File: config.mk
export PLATFORM = sky130hd
export DESIGN_NAME = sprite_animation_sequencer_unit
export DESIGN_NICKNAME = d
export VERILOG_FILES = /design/src/rtl/core/sas_pkg.sv /design/src/rtl/core/sas_ram.sv /design/src/rtl/core/sas_div.sv /design/src/rtl/core/sprite_animation_sequencer_unit.sv
export SDC_FILE = /design/constraint.sdc
export NUM_CORES = 2
export LEC_CHECK = 0
export BUFFER_PORTS_ARGS = -buffer_cell sky130_fd_sc_hd__buf_4
export CAP_MARGIN = 15
export CORE_ASPECT_RATIO = 1.75
export CORE_MARGIN = 5
export CORE_UTILIZATION = 63
export CTS_BUF_LIST = sky130_fd_sc_hd__clkbuf_16
export DETAILED_ROUTE_END_ITERATION = 7
export GPL_ROUTABILITY_DRIVEN = 1
export PLACE_DENSITY = 0.8
export SLEW_MARGIN = 30
export SYNTH_ARGS = -nofsm -noshare
export SYNTH_HDL_FRONTEND = slang
export SYNTH_SLANG_ARGS = --single-unit
File: constraint.sdc
create_clock -name clk -period 7.35 [get_ports clk]
set_clock_uncertainty 0.1 [all_clocks]
set_input_delay 1.47 -clock clk [delete_from_list [all_inputs] [get_ports clk]]
set_output_delay 1.47 -clock clk [all_outputs]
set_load 0.05 [all_outputs]
File: src/rtl/core/sas_pkg.sv
package sas_pkg;

	localparam int FUNC_W  = 3;
	localparam int INDEX_W = 4;
	localparam int DELTA_W = 16;
	localparam int SPEED_W = 16;
	localparam int DUR_W   = 16;
	localparam int CNT_W   = 9;
	localparam int IN_CW   = 12;
	localparam int POS_W   = 8;
	localparam int ACC_W   = 34;
	localparam int RECT_W  = 20;
	localparam int SIZE_W  = 12;
	localparam int STAT_W  = 2;
	localparam int APB_AW  = 3;
	localparam int APB_DW  = 32;

	localparam logic [SPEED_W-1:0] SPEED_RESET = 16'd256;
	localparam logic [CNT_W-1:0]   CNT_MAX     = 9'd256;

	typedef enum logic [0:0] {
		REG_SPEED  = 1'b0,
		REG_GLOBAL = 1'b1
	} reg_idx_t;

	typedef enum logic [FUNC_W-1:0] {
		FN_TICK     = 3'd0,
		FN_PLAY     = 3'd1,
		FN_PLAY_IDX = 3'd2,
		FN_PAUSE    = 3'd3,
		FN_STOP     = 3'd4,
		FN_LOAD     = 3'd5
	} func_t;

	typedef enum logic [STAT_W-1:0] {
		STAT_OK     = 2'd0,
		STAT_BADIDX = 2'd1,
		STAT_REJECT = 2'd2
	} status_t;

	typedef enum logic [2:0] {
		S_IDLE,
		S_DISPATCH,
		S_ACC,
		S_MOD,
		S_RECT,
		S_PLACE
	} seq_state_t;

endpackage

File: src/rtl/core/sas_ram.sv
module sas_ram #(
	parameter int WIDTH = 8,
	parameter int DEPTH = 16,
	localparam int AW = (DEPTH > 1) ? $clog2(DEPTH) : 1
) (
	input  logic             clk,
	input  logic             we,
	input  logic [AW-1:0]    waddr,
	input  logic [WIDTH-1:0] wdata,
	input  logic [AW-1:0]    raddr,
	output logic [WIDTH-1:0] rdata
);

	logic [WIDTH-1:0] mem [DEPTH];

	always_ff @(posedge clk) begin
		if (we) begin
			mem[waddr] <= wdata;
		end
		rdata <= mem[raddr];
	end

endmodule

File: src/rtl/core/sas_div.sv
module sas_div (
	input  logic                       clk,
	input  logic                       arst_n,
	input  logic                       start,
	input  logic [sas_pkg::CNT_W-1:0]  dividend,
	input  logic [sas_pkg::CNT_W-1:0]  divisor,
	output logic                       done,
	output logic [sas_pkg::CNT_W-1:0]  quo,
	output logic [sas_pkg::CNT_W-1:0]  rem
);
	import sas_pkg::*;

	localparam int CW = $clog2(CNT_W + 1);

	logic [CW-1:0]    cnt_q;
	logic             run_q;
	logic             done_q;
	logic [CNT_W-1:0] rem_q;
	logic [CNT_W-1:0] quo_q;
	logic [CNT_W-1:0] den_q;
	logic [CNT_W:0]   trial;
	logic             fits;

	assign trial = {rem_q, quo_q[CNT_W-1]};
	assign fits  = trial >= {1'b0, den_q};

	always_ff @(posedge clk or negedge arst_n) begin
		if (!arst_n) begin
			cnt_q  <= '0;
			run_q  <= 1'b0;
			done_q <= 1'b0;
		end else begin
			done_q <= 1'b0;
			if (start) begin
				cnt_q <= CW'(CNT_W);
				run_q <= 1'b1;
			end else if (run_q) begin
				cnt_q <= cnt_q - 1'b1;
				if (cnt_q == CW'(1)) begin
					run_q  <= 1'b0;
					done_q <= 1'b1;
				end
			end
		end
	end

	always_ff @(posedge clk) begin
		if (start) begin
			rem_q <= '0;
			quo_q <= dividend;
			den_q <= divisor;
		end else if (run_q) begin
			rem_q <= fits ? CNT_W'(trial - {1'b0, den_q}) : trial[CNT_W-1:0];
			quo_q <= {quo_q[CNT_W-2:0], fits};
		end
	end

	assign done = done_q;
	assign quo  = quo_q;
	assign rem  = rem_q;

endmodule

File: src/rtl/core/sprite_animation_sequencer_unit.sv
// Sprite sheet animation sequencer. Pulse start while busy is low to transfer
// one command; exactly one result follows, shown for one cycle with done high,
// and the receiver must take it then. The animation table and the per-entry
// frame position and time accumulator live in two single-port-write RAMs with
// registered reads. Play, pause, stop, load, unused codes and a tick that is
// not playing or runs at zero speed end after the dispatch state; a playing
// tick that does not advance passes the accumulate state, a tick that advances
// the accumulate, modulo, rectangle and place states, and a valid play index
// the rectangle and place states, waiting on the serial divider, nine iterations
// per division, run twice per advance (frame index modulo count, then column
// and row) and once per play index. A new command can be taken in the cycle in
// which done is high. Speed and global timer mode sit at APB byte addresses 0
// and 4; the user must write them only while idle, which the block does not enforce.
module sprite_animation_sequencer_unit #(
	parameter int MAX_ANIMS  = 16,
	parameter int COORD_BITS = 12
) (
	input  logic                         clk,
	input  logic                         arst_n,
	input  logic                         psel,
	input  logic                         penable,
	input  logic                         pwrite,
	input  logic [sas_pkg::APB_AW-1:0]   paddr,
	input  logic [sas_pkg::APB_DW-1:0]   pwdata,
	output logic [sas_pkg::APB_DW-1:0]   prdata,
	output logic                         pready,
	input  logic                         start,
	output logic                         busy,
	input  logic [sas_pkg::FUNC_W-1:0]   func,
	input  logic [sas_pkg::INDEX_W-1:0]  anim_index,
	input  logic [sas_pkg::DELTA_W-1:0]  delta_time,
	input  logic [sas_pkg::DUR_W-1:0]    frame_duration,
	input  logic [sas_pkg::CNT_W-1:0]    frame_count,
	input  logic [sas_pkg::CNT_W-1:0]    column_count,
	input  logic [sas_pkg::IN_CW-1:0]    origin_x,
	input  logic [sas_pkg::IN_CW-1:0]    origin_y,
	input  logic [sas_pkg::IN_CW-1:0]    frame_w,
	input  logic [sas_pkg::IN_CW-1:0]    frame_h,
	output logic                         done,
	output logic [sas_pkg::RECT_W-1:0]   rect_left,
	output logic [sas_pkg::RECT_W-1:0]   rect_top,
	output logic [sas_pkg::SIZE_W-1:0]   rect_width,
	output logic [sas_pkg::SIZE_W-1:0]   rect_height,
	output logic                         rect_changed,
	output logic                         playing,
	output logic [sas_pkg::STAT_W-1:0]   status
);
	import sas_pkg::*;

	localparam int AW   = (MAX_ANIMS > 1) ? $clog2(MAX_ANIMS) : 1;
	localparam int EW   = $clog2(MAX_ANIMS + 1);
	localparam int CMPW = (EW > INDEX_W) ? EW : INDEX_W;
	localparam int GW   = (COORD_BITS < IN_CW) ? COORD_BITS : IN_CW;
	localparam int ENT_W = 4 * GW + DUR_W + 2 * CNT_W;
	localparam int ST_W  = POS_W + ACC_W;
	localparam int PROD_W = GW + CNT_W;

	// config
	logic [SPEED_W-1:0] speed_q;
	logic               glob_q;
	logic               cfg_wr;

	assign pready = 1'b1;
	assign cfg_wr = psel && penable && pwrite;

	always_ff @(posedge clk or negedge arst_n) begin
		if (!arst_n) begin
			speed_q <= SPEED_RESET;
			glob_q  <= 1'b0;
		end else if (cfg_wr) begin
			case (reg_idx_t'(paddr[2]))
				REG_SPEED:  speed_q <= pwdata[SPEED_W-1:0];
				REG_GLOBAL: glob_q  <= pwdata[0];
				default: ;
			endcase
		end
	end

	always_comb begin
		case (reg_idx_t'(paddr[2]))
			REG_SPEED:  prdata = {{(APB_DW-SPEED_W){1'b0}}, speed_q};
			REG_GLOBAL: prdata = {{(APB_DW-1){1'b0}}, glob_q};
			default:    prdata = '0;
		endcase
	end

	// state
	seq_state_t         state_q, state_d;
	logic               done_q, done_d;
	logic               playing_q;
	logic [INDEX_W-1:0] cur_q;
	logic [EW-1:0]      loaded_q;
	logic [POS_W-1:0]   shpos_q;
	logic [ACC_W-1:0]   shacc_q;
	logic [RECT_W-1:0]  left_q, top_q;
	logic [SIZE_W-1:0]  w_q, h_q;
	status_t            status_q;
	logic               changed_q;

	func_t              func_q;
	logic [INDEX_W-1:0] idx_q;
	logic [AW-1:0]      addr_q;
	logic [31:0]        add_q;
	logic [ACC_W-1:0]   acc_q;
	logic [POS_W-1:0]   pos_q;
	logic [PROD_W-1:0]  prodx_q, prody_q;

	logic accept;
	assign accept = start && (state_q == S_IDLE);
	assign busy   = (state_q != S_IDLE);

	// addressing
	logic [AW+INDEX_W-1:0] cur_ext, idx_ext;
	logic [AW+EW-1:0]      ld_ext;
	logic [AW-1:0]         rd_addr_in, raddr;

	assign cur_ext = {{AW{1'b0}}, cur_q};
	assign idx_ext = {{AW{1'b0}}, anim_index};
	assign ld_ext  = {{AW{1'b0}}, loaded_q};
	assign rd_addr_in = (func_t'(func) == FN_PLAY_IDX) ? idx_ext[AW-1:0] : cur_ext[AW-1:0];
	assign raddr = (state_q == S_IDLE) ? rd_addr_in : addr_q;

	// load check
	logic           load_ok;
	logic [CNT_W-1:0] cnt_sat;
	assign cnt_sat = frame_count[CNT_W-1] ? CNT_MAX : frame_count;
	assign load_ok = (frame_count != '0) && (column_count != '0) &&
		(loaded_q < EW'(MAX_ANIMS));

	// memories
	logic             ent_we;
	logic [ENT_W-1:0] ent_wdata, ent_rd;
	logic             st_we;
	logic [AW-1:0]    st_waddr;
	logic [ST_W-1:0]  st_wdata, st_rd;

	assign ent_we    = accept && (func_t'(func) == FN_LOAD) && load_ok;
	assign ent_wdata = {origin_x[GW-1:0], origin_y[GW-1:0], frame_w[GW-1:0],
		frame_h[GW-1:0], frame_duration, cnt_sat, column_count};

	sas_ram #(.WIDTH(ENT_W), .DEPTH(MAX_ANIMS)) u_ent_ram (
		.clk   (clk),
		.we    (ent_we),
		.waddr (ld_ext[AW-1:0]),
		.wdata (ent_wdata),
		.raddr (raddr),
		.rdata (ent_rd)
	);

	sas_ram #(.WIDTH(ST_W), .DEPTH(MAX_ANIMS)) u_st_ram (
		.clk   (clk),
		.we    (st_we),
		.waddr (st_waddr),
		.wdata (st_wdata),
		.raddr (raddr),
		.rdata (st_rd)
	);

	logic [GW-1:0]    e_ox, e_oy, e_fw, e_fh;
	logic [DUR_W-1:0] e_dur;
	logic [CNT_W-1:0] e_cnt, e_cols;
	assign {e_ox, e_oy, e_fw, e_fh, e_dur, e_cnt, e_cols} = ent_rd;

	logic [POS_W-1:0] pos_src;
	logic [ACC_W-1:0] acc_src;
	assign pos_src = glob_q ? shpos_q : st_rd[ST_W-1:ACC_W];
	assign acc_src = glob_q ? shacc_q : st_rd[ACC_W-1:0];

	logic [ACC_W:0]   acc_sum;
	logic [ACC_W-1:0] acc_sat, lim;
	assign acc_sum = {1'b0, acc_src} + (ACC_W+1)'(add_q);
	assign acc_sat = acc_sum[ACC_W] ? '1 : acc_sum[ACC_W-1:0];
	assign lim     = ACC_W'({e_dur, 8'd0});

	logic cur_ok, idx_ok, tick_go, advance;
	assign cur_ok  = CMPW'(cur_q) < CMPW'(loaded_q);
	assign idx_ok  = CMPW'(idx_q) < CMPW'(loaded_q);
	assign tick_go = playing_q && cur_ok && (speed_q != '0);
	assign advance = acc_q >= lim;

	// divider
	logic             div_start, div_done;
	logic [CNT_W-1:0] div_a, div_b, div_quo, div_rem;

	sas_div u_div (
		.clk      (clk),
		.arst_n   (arst_n),
		.start    (div_start),
		.dividend (div_a),
		.divisor  (div_b),
		.done     (div_done),
		.quo      (div_quo),
		.rem      (div_rem)
	);

	// next state
	always_comb begin
		state_d = state_q;
		case (state_q)
			S_IDLE: if (accept) state_d = S_DISPATCH;
			S_DISPATCH: begin
				case (func_q)
					FN_TICK:     state_d = tick_go ? S_ACC : S_IDLE;
					FN_PLAY_IDX: state_d = idx_ok ? S_RECT : S_IDLE;
					default:     state_d = S_IDLE;
				endcase
			end
			S_ACC:   state_d = advance ? S_MOD : S_IDLE;
			S_MOD:   if (div_done) state_d = S_RECT;
			S_RECT:  if (div_done) state_d = S_PLACE;
			S_PLACE: state_d = S_IDLE;
			default: state_d = S_IDLE;
		endcase
	end

	// outputs of the sequencer
	always_comb begin
		st_we     = 1'b0;
		st_waddr  = addr_q;
		st_wdata  = '0;
		div_start = 1'b0;
		div_a     = '0;
		div_b     = e_cols;
		done_d    = (state_q != S_IDLE) && (state_d == S_IDLE);
		case (state_q)
			S_IDLE: begin
				st_we    = ent_we;
				st_waddr = ld_ext[AW-1:0];
			end
			S_DISPATCH: begin
				if (func_q == FN_STOP && cur_ok && !glob_q) begin
					st_we = 1'b1;
				end
				if (func_q == FN_PLAY_IDX && idx_ok) begin
					div_start = 1'b1;
					div_a     = CNT_W'(pos_src);
				end
			end
			S_ACC: begin
				if (advance) begin
					div_start = 1'b1;
					div_a     = CNT_W'(pos_src) + 1'b1;
					div_b     = e_cnt;
				end else begin
					st_we    = !glob_q;
					st_wdata = {pos_src, acc_q};
				end
			end
			S_MOD: begin
				if (div_done) begin
					div_start = 1'b1;
					div_a     = div_rem;
				end
			end
			S_PLACE: begin
				st_we    = (func_q == FN_TICK) && !glob_q;
				st_wdata = {pos_q, acc_q};
			end
			default: ;
		endcase
	end

	logic [PROD_W:0] left_sum, top_sum;
	assign left_sum = (PROD_W+1)'(e_ox) + (PROD_W+1)'(prodx_q);
	assign top_sum  = (PROD_W+1)'(e_oy) + (PROD_W+1)'(prody_q);

	always_ff @(posedge clk or negedge arst_n) begin
		if (!arst_n) begin
			state_q   <= S_IDLE;
			done_q    <= 1'b0;
			playing_q <= 1'b0;
			cur_q     <= '0;
			loaded_q  <= '0;
			shpos_q   <= '0;
			shacc_q   <= '0;
			left_q    <= '0;
			top_q     <= '0;
			w_q       <= '0;
			h_q       <= '0;
			status_q  <= STAT_OK;
			changed_q <= 1'b0;
		end else begin
			state_q <= state_d;
			done_q  <= done_d;
			case (state_q)
				S_IDLE: begin
					if (accept) begin
						changed_q <= 1'b0;
						status_q  <= STAT_OK;
						if (func_t'(func) == FN_LOAD) begin
							if (load_ok) begin
								loaded_q <= loaded_q + 1'b1;
							end else begin
								status_q <= STAT_REJECT;
							end
						end
					end
				end
				S_DISPATCH: begin
					case (func_q)
						FN_PLAY: begin
							if (loaded_q != '0) playing_q <= 1'b1;
							else status_q <= STAT_BADIDX;
						end
						FN_PLAY_IDX: if (!idx_ok) status_q <= STAT_BADIDX;
						FN_PAUSE: playing_q <= 1'b0;
						FN_STOP: begin
							if (!cur_ok) begin
								status_q <= STAT_BADIDX;
							end else begin
								playing_q <= 1'b0;
								if (glob_q) begin
									shpos_q <= '0;
									shacc_q <= '0;
								end
							end
						end
						default: ;
					endcase
				end
				S_ACC: if (!advance && glob_q) shacc_q <= acc_q;
				S_PLACE: begin
					left_q    <= left_sum[RECT_W-1:0];
					top_q     <= top_sum[RECT_W-1:0];
					changed_q <= 1'b1;
					if (func_q == FN_TICK) begin
						if (glob_q) begin
							shpos_q <= pos_q;
							shacc_q <= acc_q;
						end
					end else begin
						w_q       <= SIZE_W'(e_fw);
						h_q       <= SIZE_W'(e_fh);
						cur_q     <= idx_q;
						playing_q <= 1'b1;
					end
				end
				default: ;
			endcase
		end
	end

	always_ff @(posedge clk) begin
		if (accept) begin
			func_q <= func_t'(func);
			idx_q  <= anim_index;
			addr_q <= rd_addr_in;
			add_q  <= delta_time * speed_q;
		end
		if (state_q == S_DISPATCH) begin
			acc_q <= acc_sat;
		end else if (state_q == S_ACC && advance) begin
			acc_q <= acc_q - lim;
		end
		if (state_q == S_MOD && div_done) begin
			pos_q <= div_rem[POS_W-1:0];
		end
		if (state_q == S_RECT && div_done) begin
			prodx_q <= PROD_W'(e_fw) * PROD_W'(div_rem);
			prody_q <= PROD_W'(e_fh) * PROD_W'(div_quo);
		end
	end

	assign done         = done_q;
	assign rect_left    = left_q;
	assign rect_top     = top_q;
	assign rect_width   = w_q;
	assign rect_height  = h_q;
	assign rect_changed = changed_q;
	assign playing      = playing_q;
	assign status       = status_q;

`ifndef NO_ASSERTIONS
	a_done_idle: assert property (@(posedge clk) disable iff (!arst_n)
		done |-> !busy) else $error("result while busy");
	a_accept_busy: assert property (@(posedge clk) disable iff (!arst_n)
		start && !busy |=> busy && !done) else $error("transfer not started");
	a_done_pulse: assert property (@(posedge clk) disable iff (!arst_n)
		done |=> !done) else $error("result held more than one cycle");
	a_loaded_range: assert property (@(posedge clk) disable iff (!arst_n)
		loaded_q <= EW'(MAX_ANIMS)) else $error("table count overflow");
	a_change_status: assert property (@(posedge clk) disable iff (!arst_n)
		done && rect_changed |-> status == STAT_OK) else $error("changed with error");
`endif

endmodule
Word level (Yosys, flattened, before mapping)
Memories as Yosys holds them, arrays and structs flattened. A register that Yosys moved wholly into a read port is not among the register bits.
Cells that the tools add are included.
W data, S select, Z words.
{"block": "word_totals", "regBits": 298, "ram_bits": 1984, "in_bits": 146, "output_inout_bits": 103, "wordCells": 195, "memories": 2}
{"name": "u_ent_ram.mem", "words": 16, "word_bits": 82, "read_ports": 1, "rd_clocked_by_memory_dff": 1, "write_ports": 1, "line_no": "sas_ram.sv:14", "text": "logic [WIDTH-1:0] mem [DEPTH];"}
{"name": "u_st_ram.mem", "words": 16, "word_bits": 42, "read_ports": 1, "rd_clocked_by_memory_dff": 1, "write_ports": 1, "line_no": "sas_ram.sv:14"}
{"block": "op_classes", "add_sub_neg": 8, "n_mul": 3, "n_lt_le_gt_ge": 5, "n_eq_ne": 27, "n_mux": 76, "n_bitwise": 2, "n_reduce_logical": 43}
{"op": "$mux W34", "count": 10}
{"op": "$pmux W34 S3", "count": 1}
{"op": "$pmux W42 S2", "count": 1}
{"op": "$mux W9", "count": 8}
{"op": "$pmux W32 S2", "count": 1}
{"op": "$mux W8", "count": 7}
{"op": "$mux W42", "count": 1}
{"op": "$add A12 B20 Y20", "count": 2}
{"op": "$mul A12 B9 Y20", "count": 2}
{"op": "$add A34 B32 Y35", "count": 1}
{"op": "$ge A34 B24 Y1", "count": 1}
{"op": "$sub A34 B24 Y34", "count": 1}
{"op": "$mul A16 B16 Y32", "count": 1}
{"op": "$pmux W9 S3", "count": 1}
{"op": "$mux W4", "count": 5}
{"op": "$mux W1", "count": 19}
{"op": "$logic_and A1 B1 Y1", "count": 18}
{"op": "$reduce_bool A9 Y1", "count": 2}
{"op": "$mux W2", "count": 8}
{"op": "$ne A2 B2 Y1 const B", "count": 8}
{"op": "$pmux W8 S2", "count": 1}
{"op": "$reduce_bool A16 Y1", "count": 1}
{"op": "$eq A3 B2 Y1 const B", "count": 5}
{"op": "$ne A3 B3 Y1 const B", "count": 5}
{"op": "31 further kinds", "count": 54}

Logic depth before layout (Yosys ltp)
{"block": "logic_depth", "depth_word": 8, "ltp_mapped": 25, "depth_no_buf": 22}

By module
From an unflattened synthesis, not the netlist that was laid out.
{"block": "unflattened", "hier_cells": 6662, "hier_area_um2": 108948.2}
{"mod": "sas_ram at u_ent_ram", "instances": 1, "cells_per_inst": 2103, "area_per_inst_um2": 50683.6, "seq_area_each_um2": 41039.4}
{"mod": "sprite_animation_sequencer_unit", "instances": 1, "cells_per_inst": 3293, "area_per_inst_um2": 30289.0, "seq_area_each_um2": 7258.2}
{"mod": "sas_ram at u_st_ram", "instances": 1, "cells_per_inst": 1092, "area_per_inst_um2": 26058.7, "seq_area_each_um2": 21020.2}
{"mod": "sas_div", "instances": 1, "cells_per_inst": 174, "area_per_inst_um2": 1916.8, "seq_area_each_um2": 870.8}

Least setup slack after synthesis
No wires, ideal clock.
{"block": "synth_timing", "kind": "input -> register", "startpoint": "input delta_time[10] (netlist bit)", "endpoint": "register add_q[29], data pin", "setup_time_ns": 0.266, "arrival_ns": 6.968, "required_time_ns": 6.984, "slack_ns": 0.016, "stages": 22, "path_buffers": 2, "path_cell_list": "clkbuf_1 nand2_1 fa_1 fa_1 fa_1 fa_1 inv_1 fa_1 inv_1 fa_1 inv_1 ha_1 clkbuf_1 nand4_1 nor3_1 nor4b_1 o221ai_1 a31oi_1 o21ai_0 and2_1 o41ai_1 xnor2_1"}
{"block": "synth_between", "elab_chain_len": 1}
{"element": "from (decl)", "line_no": "sprite_animation_sequencer_unit.sv:31", "text": "input logic [sas_pkg::DELTA_W-1:0] delta_time,"}
{"element": "$mul A16 B16 Y32", "line_no": "sprite_animation_sequencer_unit.sv:348", "text": "add_q <= delta_time * speed_q;"}
{"element": "to (signal assigned)", "line_no": "sprite_animation_sequencer_unit.sv:348"}
{"element": "to (decl)", "line_no": "sprite_animation_sequencer_unit.sv:103", "text": "logic [31:0] add_q;"}
No other way between the ends.
A chain may end at the register's enable or synchronous reset.

Final worst setup path
{"block": "layout_timing", "startpoint": "register speed_q[8]", "endpoint": "register add_q[29], data pin"}
{"block": "layout_between", "elab_chain_len": 1}
{"element": "from (decl)", "line_no": "sprite_animation_sequencer_unit.sv:59", "text": "logic [SPEED_W-1:0] speed_q;"}
{"element": "from (signal assigned)", "line_no": "sprite_animation_sequencer_unit.sv:72", "text": "REG_SPEED: speed_q <= pwdata[SPEED_W-1:0];"}
{"element": "$mul A16 B16 Y32", "line_no": "sprite_animation_sequencer_unit.sv:348"}
No other way between the ends.

==> flow_metrics.env <==
export IMPL_synth_area_sq_mm=0.110
export IMPL_fin_setup_tns_ns=0
export IMPL_pin_count=249
export IMPL_dr_first_iter_drc_count=7139
export IMPL_rows=202
export IMPL_final_setup_viol_count=0
export IMPL_finish_utilization_pct=70.4
export IMPL_worst_pin_slew_ns=1.08
export IMPL_drive_gt1_share_pct=19.1
export IMPL_rsz0062_at_grt="false"
export IMPL_pre_cts_slack_ns=-0.194
export IMPL_layout_nets=7752
export IMPL_cts_htree_levels=4
export IMPL_finalWorstSetupSlack_ns=0.539
export IMPL_io_buffer_count=213
export IMPL_finalHoldViolCount=0
export IMPL_grt_pass1_wl_mm=410
export IMPL_maxSlewViolCount=0
export IMPL_clock_root_buffer="clkbuf_16"
export IMPL_synthCells=6704
export IMPL_max_stage_delay_ns=0.84
export IMPL_fp_dieH_microns=562
export IMPL_cts_buffers=210
export IMPL_post_cts_resized=0
export IMPL_post_cts_setup_buffers=0
export IMPL_grt_ovfl_total=0
export IMPL_cts_tree="done"
export IMPL_crit_fanout=19
export IMPL_yosys_area_top_type_share_pct=58.2
export IMPL_initial_utilization_pct=63.4
export IMPL_synthArstFlopShare_pct=6.07
export IMPL_status="complete, no violations"
export IMPL_routed_wirelength_mm=278
export IMPL_critPathLaunchType="flip-flop"
export IMPL_holdWs_ns=0.379
export IMPL_die_w_microns=325
export IMPL_yosysWarnings=0
export IMPL_areaGrowthSynthToFinish_pct=11.0
export IMPL_wl_per_cell_microns=29.5
export IMPL_postRouteAntennaNets=0
export IMPL_worstSetupPathType="reg -> reg"
export IMPL_synth_top_area_cell="edfxtp_1"
export IMPL_firstDrtPassIters=8
export IMPL_cp_arrival_ns=7.24
export IMPL_ys_flop_type="edfxtp_1"
export IMPL_clock_sinks=2406
export IMPL_ys_types=82
export IMPL_dpl_hpwl_mm=171
export IMPL_clockBufferDepth=4
export IMPL_antenna_found_initial=29
export IMPL_drc=0
export IMPL_reg2reg_slack_ns=0.54
export IMPL_dieArea_sq_mm=0.183
export IMPL_maxSlewHeadroom_pct=28.3
export IMPL_insertion_delay_ns=0.87
export IMPL_synthTopCellsByArea="edfxtp_1 58%, mux4_2 10%, fa_1 6.2%"
export IMPL_crit_chain="nand2_1 > fa_1 > inv_1 > fa_1 > inv_1 > fa_1 > inv_1 > fa_1 > fa_1 > fa_1 > ha_1 > a211o_1 > nor4b_1 > buf_4 > o221ai_1 > a31oi_1 > o21ai_0 > and2_1 > o41ai_1 > xnor2_1"
export IMPL_fin_crit_sh_pct=92.7
export IMPL_cp_common_cell="fa_1"
export IMPL_max_freq_mhz=147
export IMPL_cp_required_ns=7.78
export IMPL_maxCapViolCount=0
export IMPL_postCtsHoldBufs=0
export IMPL_synth_seq_area_share_pct=64.0
export IMPL_synth_edf_count=2127
export IMPL_crit_slowest_cell="dfstp_2"
export IMPL_core_area_sq_mm=0.173
export IMPL_hold_path_class="reg -> reg"
export IMPL_grt_pass1_vias=64913
export IMPL_worstSetupEndpointType="flip-flop"
export IMPL_path_clk_slew_ns=0.08
export IMPL_fin_crit_ns=6.81
export IMPL_avgSynthCellArea_sq_um=16.4
export IMPL_path_buf_inv=4
export IMPL_vias_per_cell=6.56
export IMPL_finalWeightedCongestion=0.922
export IMPL_crit_family="adder cells"
export IMPL_ys_ff_latch=2406
export IMPL_dr_total_vias=61857
export IMPL_grt_max_degree=121
export IMPL_track_usage_pct=30.3
-- cell families after synthesis --
kind of cell	Yosys count	synth area share [%]
AO/OA/AOI/OAI	770	4.49
XOR/XNOR	158	1.26
adder cells (fa/ha/maj)	615	9.33
buffers and inverters	826	2.97
flip-flops	2406	64.0
multiplexers	733	12.4
other	2	0.00684
AND/OR/NAND/NOR	1194	5.52
-- per-stage QoR --
stage,cell area [sq um],cells
global placement,115000,9015
CTS,122000,9406
finish,122000,9423
floorplan,110000,6719
detailed placement,115000,9022
global route,122000,9411
-- final timing paths --
check,from,endpoint,cells after the start
setup reg to reg,speed_q[8],add_q[29],20
hold / removal,rect_top[8],rect_top[8],2
min in group asynchronous,arst_n,speed_q[9],1
setup / recovery,speed_q[8],add_q[29],20
max in group asynchronous,arst_n,status[1],2
hold reg to reg,rect_top[8],rect_top[8],2
-- Yosys cell counts, types with 10 or more instances --
library cell  instances
edfxtp_1           2127
mux4_2              496
inv_1               481
nand2_1             426
fa_1                339
ha_1                276
and2_1              262
a21oi_1             254
clkbuf_1            214
nor2b_1             174
dfrtp_1             145
mux2i_1             144
a211oi_1            134
dfxtp_1             133
nor2_1              131
o21ai_0             130
xnor2_1             103
mux2_2               93
buf_2                67
xor2_1               55
a21o_1               51
buf_1                40
nor3_1               36
nand2b_1             32
a22o_1               28
nand3_1              28
and3_1               26
a31oi_1              25
a22oi_1              18
buf_4                18
o21bai_1             18
nand4_1              16
o31ai_1              15
nor4_1               13
o21a_1               12
or3_1                12
o211ai_1             10
-- metal layers --
metal / GRT usage, % / routed length [microns]
met5: 0 / 141
met4: 15.7 / 17200
met3: 5.84 / 24000
met2: 53.5 / 146000
met1: 35.4 / 91400
-- sequential cells by signal, indices dropped and copies added, names as in the netlist, 4 cells and up --
register	flops
acc_q	34
add_q	32
addr_q	4
cur_q	4
idx_q	4
loaded_q	5
pos_q	8
prodx_q	20
prody_q	20
rect_height	12
rect_left	20
rect_top	20
rect_width	12
shacc_q	34
shpos_q	8
speed_q	16
u_div.cnt_q	4
u_div.den_q	9
u_div.quo	9
u_div.rem	9
u_ent_ram.mem	1312
u_ent_ram.rdata	82
u_st_ram.mem	672
u_st_ram.rdata	42
-- worst reg2reg max path, cell delays in order (launching register included) --
cell and delay, ns:
dfstp_2 0.84, nand2_1 0.15, fa_1 0.52, inv_1 0.06
fa_1 0.50, inv_1 0.06, fa_1 0.54, inv_1 0.06
fa_1 0.49, fa_1 0.54, fa_1 0.43, ha_1 0.31
a211o_1 0.31, nor4b_1 0.32, buf_4 0.18, o221ai_1 0.14
a31oi_1 0.26, o21ai_0 0.13, and2_1 0.19, o41ai_1 0.32
xnor2_1 0.10
-- area by class of cell --
| type | instances | area (sq um) |
|---|---|---|
| Sequential cell | 2406 | 70200 |
| Fill cell | 10519 | 51300 |
| Multi-Input combinational cell | 3487 | 36600 |
| Clock buffer | 215 | 5380 |
| Timing Repair Buffer | 402 | 3650 |
| Tap cell | 2244 | 2810 |
| Inverter | 484 | 1820 |
| Clock inverter | 169 | 1320 |
| Antenna cell | 16 | 40.0 |
-- layout by cell type, fill, tap and decap left out, drive strengths merged, types with 13 or more instances in the layout --
cell type,Yosys,layout
clkinv,2,89
o21bai,19,19
nand3,28,28
nor2,133,133
dfxtp,133,133
clkinvlp,0,13
bufinv,0,17
conb,2,17
clkbuf,216,215
inv,482,534
nand2,426,426
and3,26,26
diode,0,16
mux2i,144,144
xor2,55,55
ha,276,276
mux4,496,496
a22o,28,28
edfxtp,2127,2127
nand2b,32,32
a21oi,255,255
xnor2,103,103
fa,339,339
mux2,93,93
nand4,16,16
and2,262,262
a211oi,135,135
a21o,51,51
a31oi,25,25
nor2b,174,174
buf,126,402
dfrtp,145,145
nor3,37,37
nor4,14,14
o31ai,15,15
o21ai,134,134
a22oi,18,18
Power is left out: the tool's default activity adds up to more than one toggle a clock period on the data nets, which glitch-free logic cannot reach.
